`src/mms_pkg.sv`:
```
// ----------------------------------------------------------------------------
// mms_pkg
// Shared types and codes of the min/max tracking stack.
// ----------------------------------------------------------------------------
package mms_pkg;

  typedef enum logic [1:0] {
    STATUS_OK        = 2'd0,
    STATUS_OVERFLOW  = 2'd1,
    STATUS_UNDERFLOW = 2'd2
  } status_e;

  typedef enum logic {
    OP_PUSH = 1'b0,
    OP_POP  = 1'b1
  } op_e;

endpackage

```
`src/mms_if.sv`:
```
// ----------------------------------------------------------------------------
// mms_in_if / mms_out_if
// Valid/ready channels carrying stack operations and stack results.
// ----------------------------------------------------------------------------
interface mms_in_if #(
  parameter int VALUE_WIDTH = 32
);
  logic                          valid;
  logic                          ready;
  logic                          operation;
  logic signed [VALUE_WIDTH-1:0] push_value;

  modport source (output valid, output operation, output push_value, input ready);
  modport sink   (input valid, input operation, input push_value, output ready);
endinterface

interface mms_out_if #(
  parameter int VALUE_WIDTH = 32,
  parameter int COUNT_WIDTH = 7
);
  logic                          valid;
  logic                          ready;
  logic signed [VALUE_WIDTH-1:0] popped_value;
  logic signed [VALUE_WIDTH-1:0] min_value;
  logic signed [VALUE_WIDTH-1:0] max_value;
  logic [COUNT_WIDTH-1:0]        entry_count;
  logic                          is_empty;
  mms_pkg::status_e              status;

  modport source (output valid, output popped_value, output min_value, output max_value,
                  output entry_count, output is_empty, output status, input ready);
  modport sink   (input valid, input popped_value, input min_value, input max_value,
                  input entry_count, input is_empty, input status, output ready);
endinterface

```
`src/mms_ram.sv`:
```
// ----------------------------------------------------------------------------
// mms_ram
// Simple dual-port RAM: one write port, one read port, registered read data.
// ----------------------------------------------------------------------------
module mms_ram #(
  parameter int WIDTH = 32,
  parameter int DEPTH = 64
) (
  input  logic                     clk_i,
  input  logic                     we_i,
  input  logic [$clog2(DEPTH)-1:0] waddr_i,
  input  logic [WIDTH-1:0]         wdata_i,
  input  logic [$clog2(DEPTH)-1:0] raddr_i,
  output logic [WIDTH-1:0]         rdata_o
);

  logic [WIDTH-1:0] mem_q [DEPTH];
  logic [WIDTH-1:0] rdata_q;

  always_ff @(posedge clk_i) begin
    if (we_i) begin
      mem_q[waddr_i] <= wdata_i;
    end
    rdata_q <= mem_q[raddr_i];
  end

  assign rdata_o = rdata_q;

endmodule

```
`src/min_max_tracking_stack.sv`:
```
// ----------------------------------------------------------------------------
// min_max_tracking_stack
// Bounded LIFO of signed words reporting the running minimum and maximum.
// ----------------------------------------------------------------------------
//  channel   direction  transaction
//  in_i      sink       operation (push/pop) and push_value
//  out_o     source     popped_value, min_value, max_value, entry_count,
//                       is_empty, status
//
//  For a push, overflow or underflow the accepting cycle writes the result
//  register. A pop reads the top entry's value and link from the RAMs,
//  then the linked entry's value, then updates the state.
//  Reset clears count, extreme indexes and caches; the RAMs need no clearing.
//  A full result register stalls acceptance or holds the pop's final step.
module min_max_tracking_stack #(
  parameter int STACK_DEPTH = 64,
  parameter int VALUE_WIDTH = 32
) (
  input  logic     clk_i,
  input  logic     rst_ni,
  mms_in_if.sink   in_i,
  mms_out_if.source out_o
);
  import mms_pkg::*;

  localparam int IDX_W   = $clog2(STACK_DEPTH);
  localparam int COUNT_W = $clog2(STACK_DEPTH + 1);

  typedef enum logic [2:0] {
    S_IDLE     = 3'b001,
    S_POP_TOP  = 3'b010,
    S_POP_BACK = 3'b100
  } state_e;

  state_e                        state_q, state_d;
  logic [COUNT_W-1:0]            count_q, count_d;
  logic [IDX_W-1:0]              min_idx_q, min_idx_d, max_idx_q, max_idx_d;
  logic signed [VALUE_WIDTH-1:0] min_val_q, min_val_d, max_val_q, max_val_d;
  logic signed [VALUE_WIDTH-1:0] top_val_q, top_val_d;
  logic [IDX_W-1:0]              top_link_q, top_link_d;

  logic                          out_valid_q, out_valid_d;
  logic signed [VALUE_WIDTH-1:0] popped_q, popped_d, omin_q, omin_d, omax_q, omax_d;
  logic [COUNT_W-1:0]            ocount_q, ocount_d;
  logic                          oempty_q, oempty_d;
  status_e                       ostatus_q, ostatus_d;

  logic                          out_free, in_acc, load;
  logic                          is_full, is_empty_now;
  logic [COUNT_W-1:0]            count_dec;
  logic [IDX_W-1:0]              top_idx, slot;
  logic                          we;
  logic [IDX_W-1:0]              wlink, raddr;
  logic [VALUE_WIDTH-1:0]        val_rdata;
  logic [IDX_W-1:0]              link_rdata;
  logic signed [VALUE_WIDTH-1:0] back_val;

  assign out_free     = !out_valid_q || out_o.ready;
  assign in_i.ready   = (state_q == S_IDLE) && out_free;
  assign in_acc       = in_i.valid && in_i.ready;
  assign is_full      = (count_q == COUNT_W'(STACK_DEPTH));
  assign is_empty_now = (count_q == '0);
  assign count_dec    = count_q - COUNT_W'(1);
  assign top_idx      = count_dec[IDX_W-1:0];
  assign slot         = count_q[IDX_W-1:0];
  assign back_val     = $signed(val_rdata);

  always_comb begin
    case (state_q)
      S_POP_TOP:  raddr = link_rdata;
      S_POP_BACK: raddr = top_link_q;
      default:    raddr = top_idx;
    endcase
  end

  mms_ram #(.WIDTH(VALUE_WIDTH), .DEPTH(STACK_DEPTH)) u_value_ram (
    .clk_i   (clk_i),
    .we_i    (we),
    .waddr_i (slot),
    .wdata_i (in_i.push_value),
    .raddr_i (raddr),
    .rdata_o (val_rdata)
  );

  mms_ram #(.WIDTH(IDX_W), .DEPTH(STACK_DEPTH)) u_link_ram (
    .clk_i   (clk_i),
    .we_i    (we),
    .waddr_i (slot),
    .wdata_i (wlink),
    .raddr_i (raddr),
    .rdata_o (link_rdata)
  );

  always_comb begin
    state_d    = state_q;
    count_d    = count_q;
    min_idx_d  = min_idx_q;
    max_idx_d  = max_idx_q;
    min_val_d  = min_val_q;
    max_val_d  = max_val_q;
    top_val_d  = top_val_q;
    top_link_d = top_link_q;
    we         = 1'b0;
    wlink      = '0;
    load       = 1'b0;
    popped_d   = '0;
    ostatus_d  = STATUS_OK;

    case (state_q)
      S_IDLE: begin
        if (in_acc) begin
          if (in_i.operation == OP_PUSH) begin
            load = 1'b1;
            if (is_full) begin
              ostatus_d = STATUS_OVERFLOW;
            end else begin
              we      = 1'b1;
              count_d = count_q + COUNT_W'(1);
              if (is_empty_now) begin
                min_idx_d = slot;
                max_idx_d = slot;
                min_val_d = in_i.push_value;
                max_val_d = in_i.push_value;
              end else if (in_i.push_value < min_val_q) begin
                wlink     = min_idx_q;
                min_idx_d = slot;
                min_val_d = in_i.push_value;
              end else if (in_i.push_value > max_val_q) begin
                wlink     = max_idx_q;
                max_idx_d = slot;
                max_val_d = in_i.push_value;
              end
            end
          end else if (is_empty_now) begin
            load      = 1'b1;
            ostatus_d = STATUS_UNDERFLOW;
          end else begin
            state_d = S_POP_TOP;
          end
        end
      end
      S_POP_TOP: begin
        top_val_d  = $signed(val_rdata);
        top_link_d = link_rdata;
        state_d    = S_POP_BACK;
      end
      S_POP_BACK: begin
        // hold here until the result register frees up
        if (out_free) begin
          load     = 1'b1;
          popped_d = top_val_q;
          count_d  = count_dec;
          if (top_idx == min_idx_q) begin
            min_idx_d = top_link_q;
            min_val_d = back_val;
          end
          if (top_idx == max_idx_q) begin
            max_idx_d = top_link_q;
            max_val_d = back_val;
          end
          state_d = S_IDLE;
        end
      end
      default: state_d = S_IDLE;
    endcase

    oempty_d = (count_d == '0);
    ocount_d = count_d;
    omin_d   = oempty_d ? '0 : min_val_d;
    omax_d   = oempty_d ? '0 : max_val_d;
  end

  assign out_valid_d = load ? 1'b1 : (out_o.ready ? 1'b0 : out_valid_q);

  always_ff @(posedge clk_i or negedge rst_ni) begin
    if (!rst_ni) begin
      state_q     <= S_IDLE;
      count_q     <= '0;
      min_idx_q   <= '0;
      max_idx_q   <= '0;
      min_val_q   <= '0;
      max_val_q   <= '0;
      out_valid_q <= 1'b0;
    end else begin
      state_q     <= state_d;
      count_q     <= count_d;
      min_idx_q   <= min_idx_d;
      max_idx_q   <= max_idx_d;
      min_val_q   <= min_val_d;
      max_val_q   <= max_val_d;
      out_valid_q <= out_valid_d;
    end
  end

  always_ff @(posedge clk_i) begin
    top_val_q  <= top_val_d;
    top_link_q <= top_link_d;
    if (load) begin
      popped_q  <= popped_d;
      omin_q    <= omin_d;
      omax_q    <= omax_d;
      ocount_q  <= ocount_d;
      oempty_q  <= oempty_d;
      ostatus_q <= ostatus_d;
    end
  end

  assign out_o.valid        = out_valid_q;
  assign out_o.popped_value = popped_q;
  assign out_o.min_value    = omin_q;
  assign out_o.max_value    = omax_q;
  assign out_o.entry_count  = ocount_q;
  assign out_o.is_empty     = oempty_q;
  assign out_o.status       = ostatus_q;

endmodule

```
`src/flat_wrapper.sv`:
```
// flat-port wrapper written by rule: the top's interface ports become plain ports
module min_max_tracking_stack_flat import mms_pkg::*;
#(
  parameter int STACK_DEPTH = 64,
  parameter int VALUE_WIDTH = 32
)
  (clk_i, rst_ni, in_i_valid, in_i_operation, in_i_push_value, in_i_ready, out_o_valid, out_o_popped_value, out_o_min_value, out_o_max_value, out_o_entry_count, out_o_is_empty, out_o_status, out_o_ready);
  mms_in_if #(.VALUE_WIDTH(VALUE_WIDTH)) in_i_i ();
  mms_out_if #(.VALUE_WIDTH(VALUE_WIDTH)) out_o_i ();
  input  logic clk_i;
  input  logic rst_ni;
  input wire logic [$bits(in_i_i.valid)-1:0] in_i_valid;
  input wire logic [$bits(in_i_i.operation)-1:0] in_i_operation;
  input wire logic [$bits(in_i_i.push_value)-1:0] in_i_push_value;
  output wire logic [$bits(in_i_i.ready)-1:0] in_i_ready;
  output wire logic [$bits(out_o_i.valid)-1:0] out_o_valid;
  output wire logic [$bits(out_o_i.popped_value)-1:0] out_o_popped_value;
  output wire logic [$bits(out_o_i.min_value)-1:0] out_o_min_value;
  output wire logic [$bits(out_o_i.max_value)-1:0] out_o_max_value;
  output wire logic [$bits(out_o_i.entry_count)-1:0] out_o_entry_count;
  output wire logic [$bits(out_o_i.is_empty)-1:0] out_o_is_empty;
  output wire logic [$bits(out_o_i.status)-1:0] out_o_status;
  input wire logic [$bits(out_o_i.ready)-1:0] out_o_ready;
  assign in_i_i.valid = in_i_valid;
  assign in_i_i.operation = in_i_operation;
  assign in_i_i.push_value = in_i_push_value;
  assign in_i_ready = in_i_i.ready;
  assign out_o_valid = out_o_i.valid;
  assign out_o_popped_value = out_o_i.popped_value;
  assign out_o_min_value = out_o_i.min_value;
  assign out_o_max_value = out_o_i.max_value;
  assign out_o_entry_count = out_o_i.entry_count;
  assign out_o_is_empty = out_o_i.is_empty;
  assign out_o_status = out_o_i.status;
  assign out_o_i.ready = out_o_ready;
  min_max_tracking_stack #(.STACK_DEPTH(STACK_DEPTH), .VALUE_WIDTH(VALUE_WIDTH)) u_core (.clk_i(clk_i), .rst_ni(rst_ni), .in_i(in_i_i), .out_o(out_o_i));
endmodule
```
`config.mk`:
```
export PLATFORM = sky130hd
export DESIGN_NAME = min_max_tracking_stack_flat
export DESIGN_NICKNAME = d
export VERILOG_FILES = /design/src/mms_pkg.sv /design/src/mms_if.sv /design/src/mms_ram.sv /design/src/min_max_tracking_stack.sv /design/src/flat_wrapper.sv
export SDC_FILE = /design/constraint.sdc
export NUM_CORES = 2
export LEC_CHECK = 0
export ABC_CLOCK_PERIOD_IN_PS = 18400
export BUFFER_PORTS_ARGS = -buffer_cell sky130_fd_sc_hd__buf_2
export CAP_MARGIN = 20
export CORE_MARGIN = 3
export CORE_UTILIZATION = 40
export DETAILED_ROUTE_END_ITERATION = 6
export PLACE_DENSITY = 0.65
export REMOVE_ABC_BUFFERS = 1
export SETUP_SLACK_MARGIN = 0.4
export SYNTH_ARGS = -nofsm -noshare
export SYNTH_HDL_FRONTEND = slang
export SYNTH_SLANG_ARGS = --single-unit
```
`constraint.sdc`:
```
create_clock -name clk_i -period 18.4 [get_ports clk_i]
set_clock_uncertainty 0.2 [all_clocks]
set_input_delay 3.68 -clock clk_i [delete_from_list [all_inputs] [get_ports clk_i]]
set_output_delay 3.68 -clock clk_i [all_outputs]
set_load 0.01 [all_outputs]
```
==> flow_summary.json <==
{
  "status": "complete, no violations",
  "ys_warn_count": 0,
  "place_congestion": 0.980,
  "cts.clk_slew.worst_paths_ps": 60,
  "die-area_mm2": 0.265,
  "synth_edf_count": 2576,
  "criticalPathCategory": "in2out",
  "avgSynthCellArea_um2": 21.2,
  "fin_crit_sh_pct": 47.0,
  "critPathMaxFanout": 8,
  "setup_violations": 0,
  "grt_overflow_total": 0,
  "cp-start-kind": "input pin",
  "finalHoldViolations": 0,
  "async_flop_share_pct": 3.22,
  "drt_iter0_markers": 8648,
  "cts_made_buffers": 289,
  "drv_cap": 0,
  "synth-seq-area-share_pct": 77.6,
  "clock-sinks": 2701,
  "root_buffer": "clkbuf_16",
  "hold_buffers": 0,
  "synth_top_area_cell": "edfxtp_1",
  "p_total_uw": 19800,
  "synth_cell_types": 67,
  "p_per_area_mw_per_mm2": 167,
  "synth-seq-cells": 2701,
  "cp_data_arrival_time_ps": 4770,
  "port_buffers": 144,
  "place_hpwl_um": 174000,
  "finalCriticalPeriod_ps": 8650,
  "whs_endpoint": "u_core.top_link_q[0]",
  "ctsResizeCount": 0,
  "fin_tns_setup_ps": 0,
  "endpoint_kind": "output pin",
  "routed_wl_um": 304000,
  "synth_top_area_share_pct": 74.8,
  "grt_setup_unrepaired": "no",
  "r2r_end": "u_core.u_value_ram.rdata_o[5]",
  "nFillCells": 21000,
  "critical_path_required_ps": 14520,
  "cts_buffer_depth": 4,
  "min_path_type": "reg2reg",
  "synthesis.area_mm2": 0.103,
  "finalInstanceArea_mm2": 0.118,
  "power_leakage_uw": 0.0375,
  "hold_depth": 0,
  "grt_pass1_wl_um": 424000,
  "r2r_cells": 12,
  "initial_utilization_pct": 40.2,
  "rows": 186,
  "remaining_drc_errors": 0,
  "routed_via_density": 6.23,
  "die_h_um": 515,
  "yosys-top-cells-area": "edfxtp_1 75%, mux4_2 13%, a22oi_1 2.3%, dfrtp_1 2.1%, a21oi_1 1.1%",
  "slew_headroom_pct": 18.0,
  "drv_slew": 0,
  "clk_latency_ps": 930,
  "multi_input_area_mm2": 0.0224,
  "synth_cells": 4885,
  "regArea_mm2": 0.0803,
  "grt_usage_pct": 22.7,
  "antenna_found_initial": 23,
  "postPlaceCellArea_mm2": 0.109,
  "syn_to_final_growth_pct": 14.3,
  "tightest_slew_ps": 1230,
  "holdWs_ps": 249,
  "cts_tree": "built",
  "rrSetupSlack_ps": 11400,
  "ant_nets": 0,
  "drive_gt1_share_pct": 26.1,
  "ios": 145,
  "synthFlopType": "edfxtp_1",
  "die_width_um": 515,
  "timing.fmax_ghz": 0.116,
  "vias": 55000,
  "postCtsSetupBuffers": 0,
  "coreArea_mm2": 0.257,
  "hold_path_startpoint": "u_core.u_link_ram.rdata_o[0]",
  "peakVddDrop_uv": 303,
  "grt_max_degree": 123,
  "wl_per_cell_um": 34.5,
  "drtPass1Iterations": 6,
  "layout.nets": 5329,
  "grt_pass1_vias": 53700,
  "timing.rr.start": "u_core.count_q[1]",
  "cts_max_level": 5
}
## through the flow
stage,std cells,util (%),worst slack (ps)
2_1_floorplan,4607,-,-31630
4_1_cts,8813,45.9,9740
3_5_place_dp,8314,42.5,9440
6_report,8827,46.0,9750
3_3_place_gp,8312,42.5,9610
5_1_grt,8822,46.0,9680
## area by class of cell
type                       count  area share (%)
sequential                  2701            67.9
multi-input combinational   1833            19.0
clock buffer                 383            6.62
tap                         3384            3.58
timing repair buffer         329            1.89
clock inverter               116           0.774
inverter                      73           0.232
antenna                        8          0.0169
## placed cells by master (no fill, tap or decap), types with 5 or more instances in the layout
master and n:
edfxtp_1 2576, mux4_2 608, a22oi_1 319, clkbuf_16 294, a21oi_1 219, buf_4 175
buf_2 143, dfrtp_1 86, nor2_4 78, nand2_1 76, a221o_1 75, clkbuf_1 75
nor2_1 74, inv_1 72, ha_1 65, clkinv_1 45, and3_1 42, nor3_1 41
clkinv_2 41, or4_1 39, dfxtp_1 38, o21ai_0 27, o21a_1 19, clkbuf_8 14
nand3_1 13, bufinv_16 13, nand4_1 12, xnor2_1 11, diode_2 8, nor4_1 8
inv_6 8, nor2b_1 7, a32oi_1 7, and2_1 6, or3_1 6, and4_1 6
xor2_1 6, buf_12 6, clkinvlp_4 5
## critical path, stage by stage
cell	delay [ps]
buf_2	100
nor2b_1	670
nor2_1	130
buf_2	180
## worst max path at each step
stage	start	endpoint	slack (ps)	depth (start not counted)
floorplan	u_core.count_q[0]	u_core.u_link_ram.rdata_o[4]	-31630	9
finish	out_o_ready	in_i_ready	9750	4
global route	out_o_ready	in_i_ready	9680	4
global placement	in_i_push_value[15]	u_core.max_val_q[28]	9610	11
CTS	out_o_ready	in_i_ready	9740	4
detailed placement	in_i_push_value[15]	u_core.max_val_q[21]	9440	11
## flip-flops by register name, indices dropped and copies added (netlist names)
signal and count:
u_core.count_q 7, u_core.max_idx_q 6, u_core.max_val_q 32, u_core.min_idx_q 6, u_core.min_val_q 32, u_core.out_o.entry_count 7
u_core.out_o.is_empty 1, u_core.out_o.max_value 32, u_core.out_o.min_value 32, u_core.out_o.popped_value 32, u_core.out_o.status 2, u_core.out_o.valid 1
u_core.state_q 3, u_core.top_link_q 6, u_core.top_val_q 32, u_core.u_link_ram.mem_q 384, u_core.u_link_ram.rdata_o 6, u_core.u_value_ram.mem_q 2048
u_core.u_value_ram.rdata_o 32
## routing by layer
metal,global-route usage [%],vias up,part of all wire (%)
li1,-,21400,-
met1,32.3,29300,39
met2,33.9,3765,45
met3,6.11,566,12
met4,7.83,12,3.6
met5,0,-,0.028
## cells in the mapped netlist (13+ instances only)
cell type / instances
a21oi_1: 221
a221o_1: 75
a22oi_1: 319
and3_1: 42
buf_1: 50
buf_2: 26
clkbuf_1: 196
dfrtp_1: 86
dfxtp_1: 38
edfxtp_1: 2576
ha_1: 65
inv_1: 73
mux4_2: 608
nand2_1: 80
nand3_1: 13
nor2_1: 152
nor3_1: 41
o21a_1: 19
o21ai_0: 27
or4_1: 39
## cell families after synthesis
kind of cell / Yosys count / synth area share, %
xor gates and xnor gates: 18 / 0.166
buffers and inverters: 351 / 1.33
and+or+nand+nor: 430 / 2.09
muxes: 612 / 13.3
DFF: 2701 / 77.6
AOI/OAI and AO/OA: 708 / 4.75
adders and majority gates: 65 / 0.786
## power breakdown
group / switching, uW / internal (uW)
Clock: 2300 / 3170
Combinational: 4040 / 2890
Sequential: 297 / 7100
Total: 6640 / 13200
No activity file was read; power rests on OpenSTA's default activity.
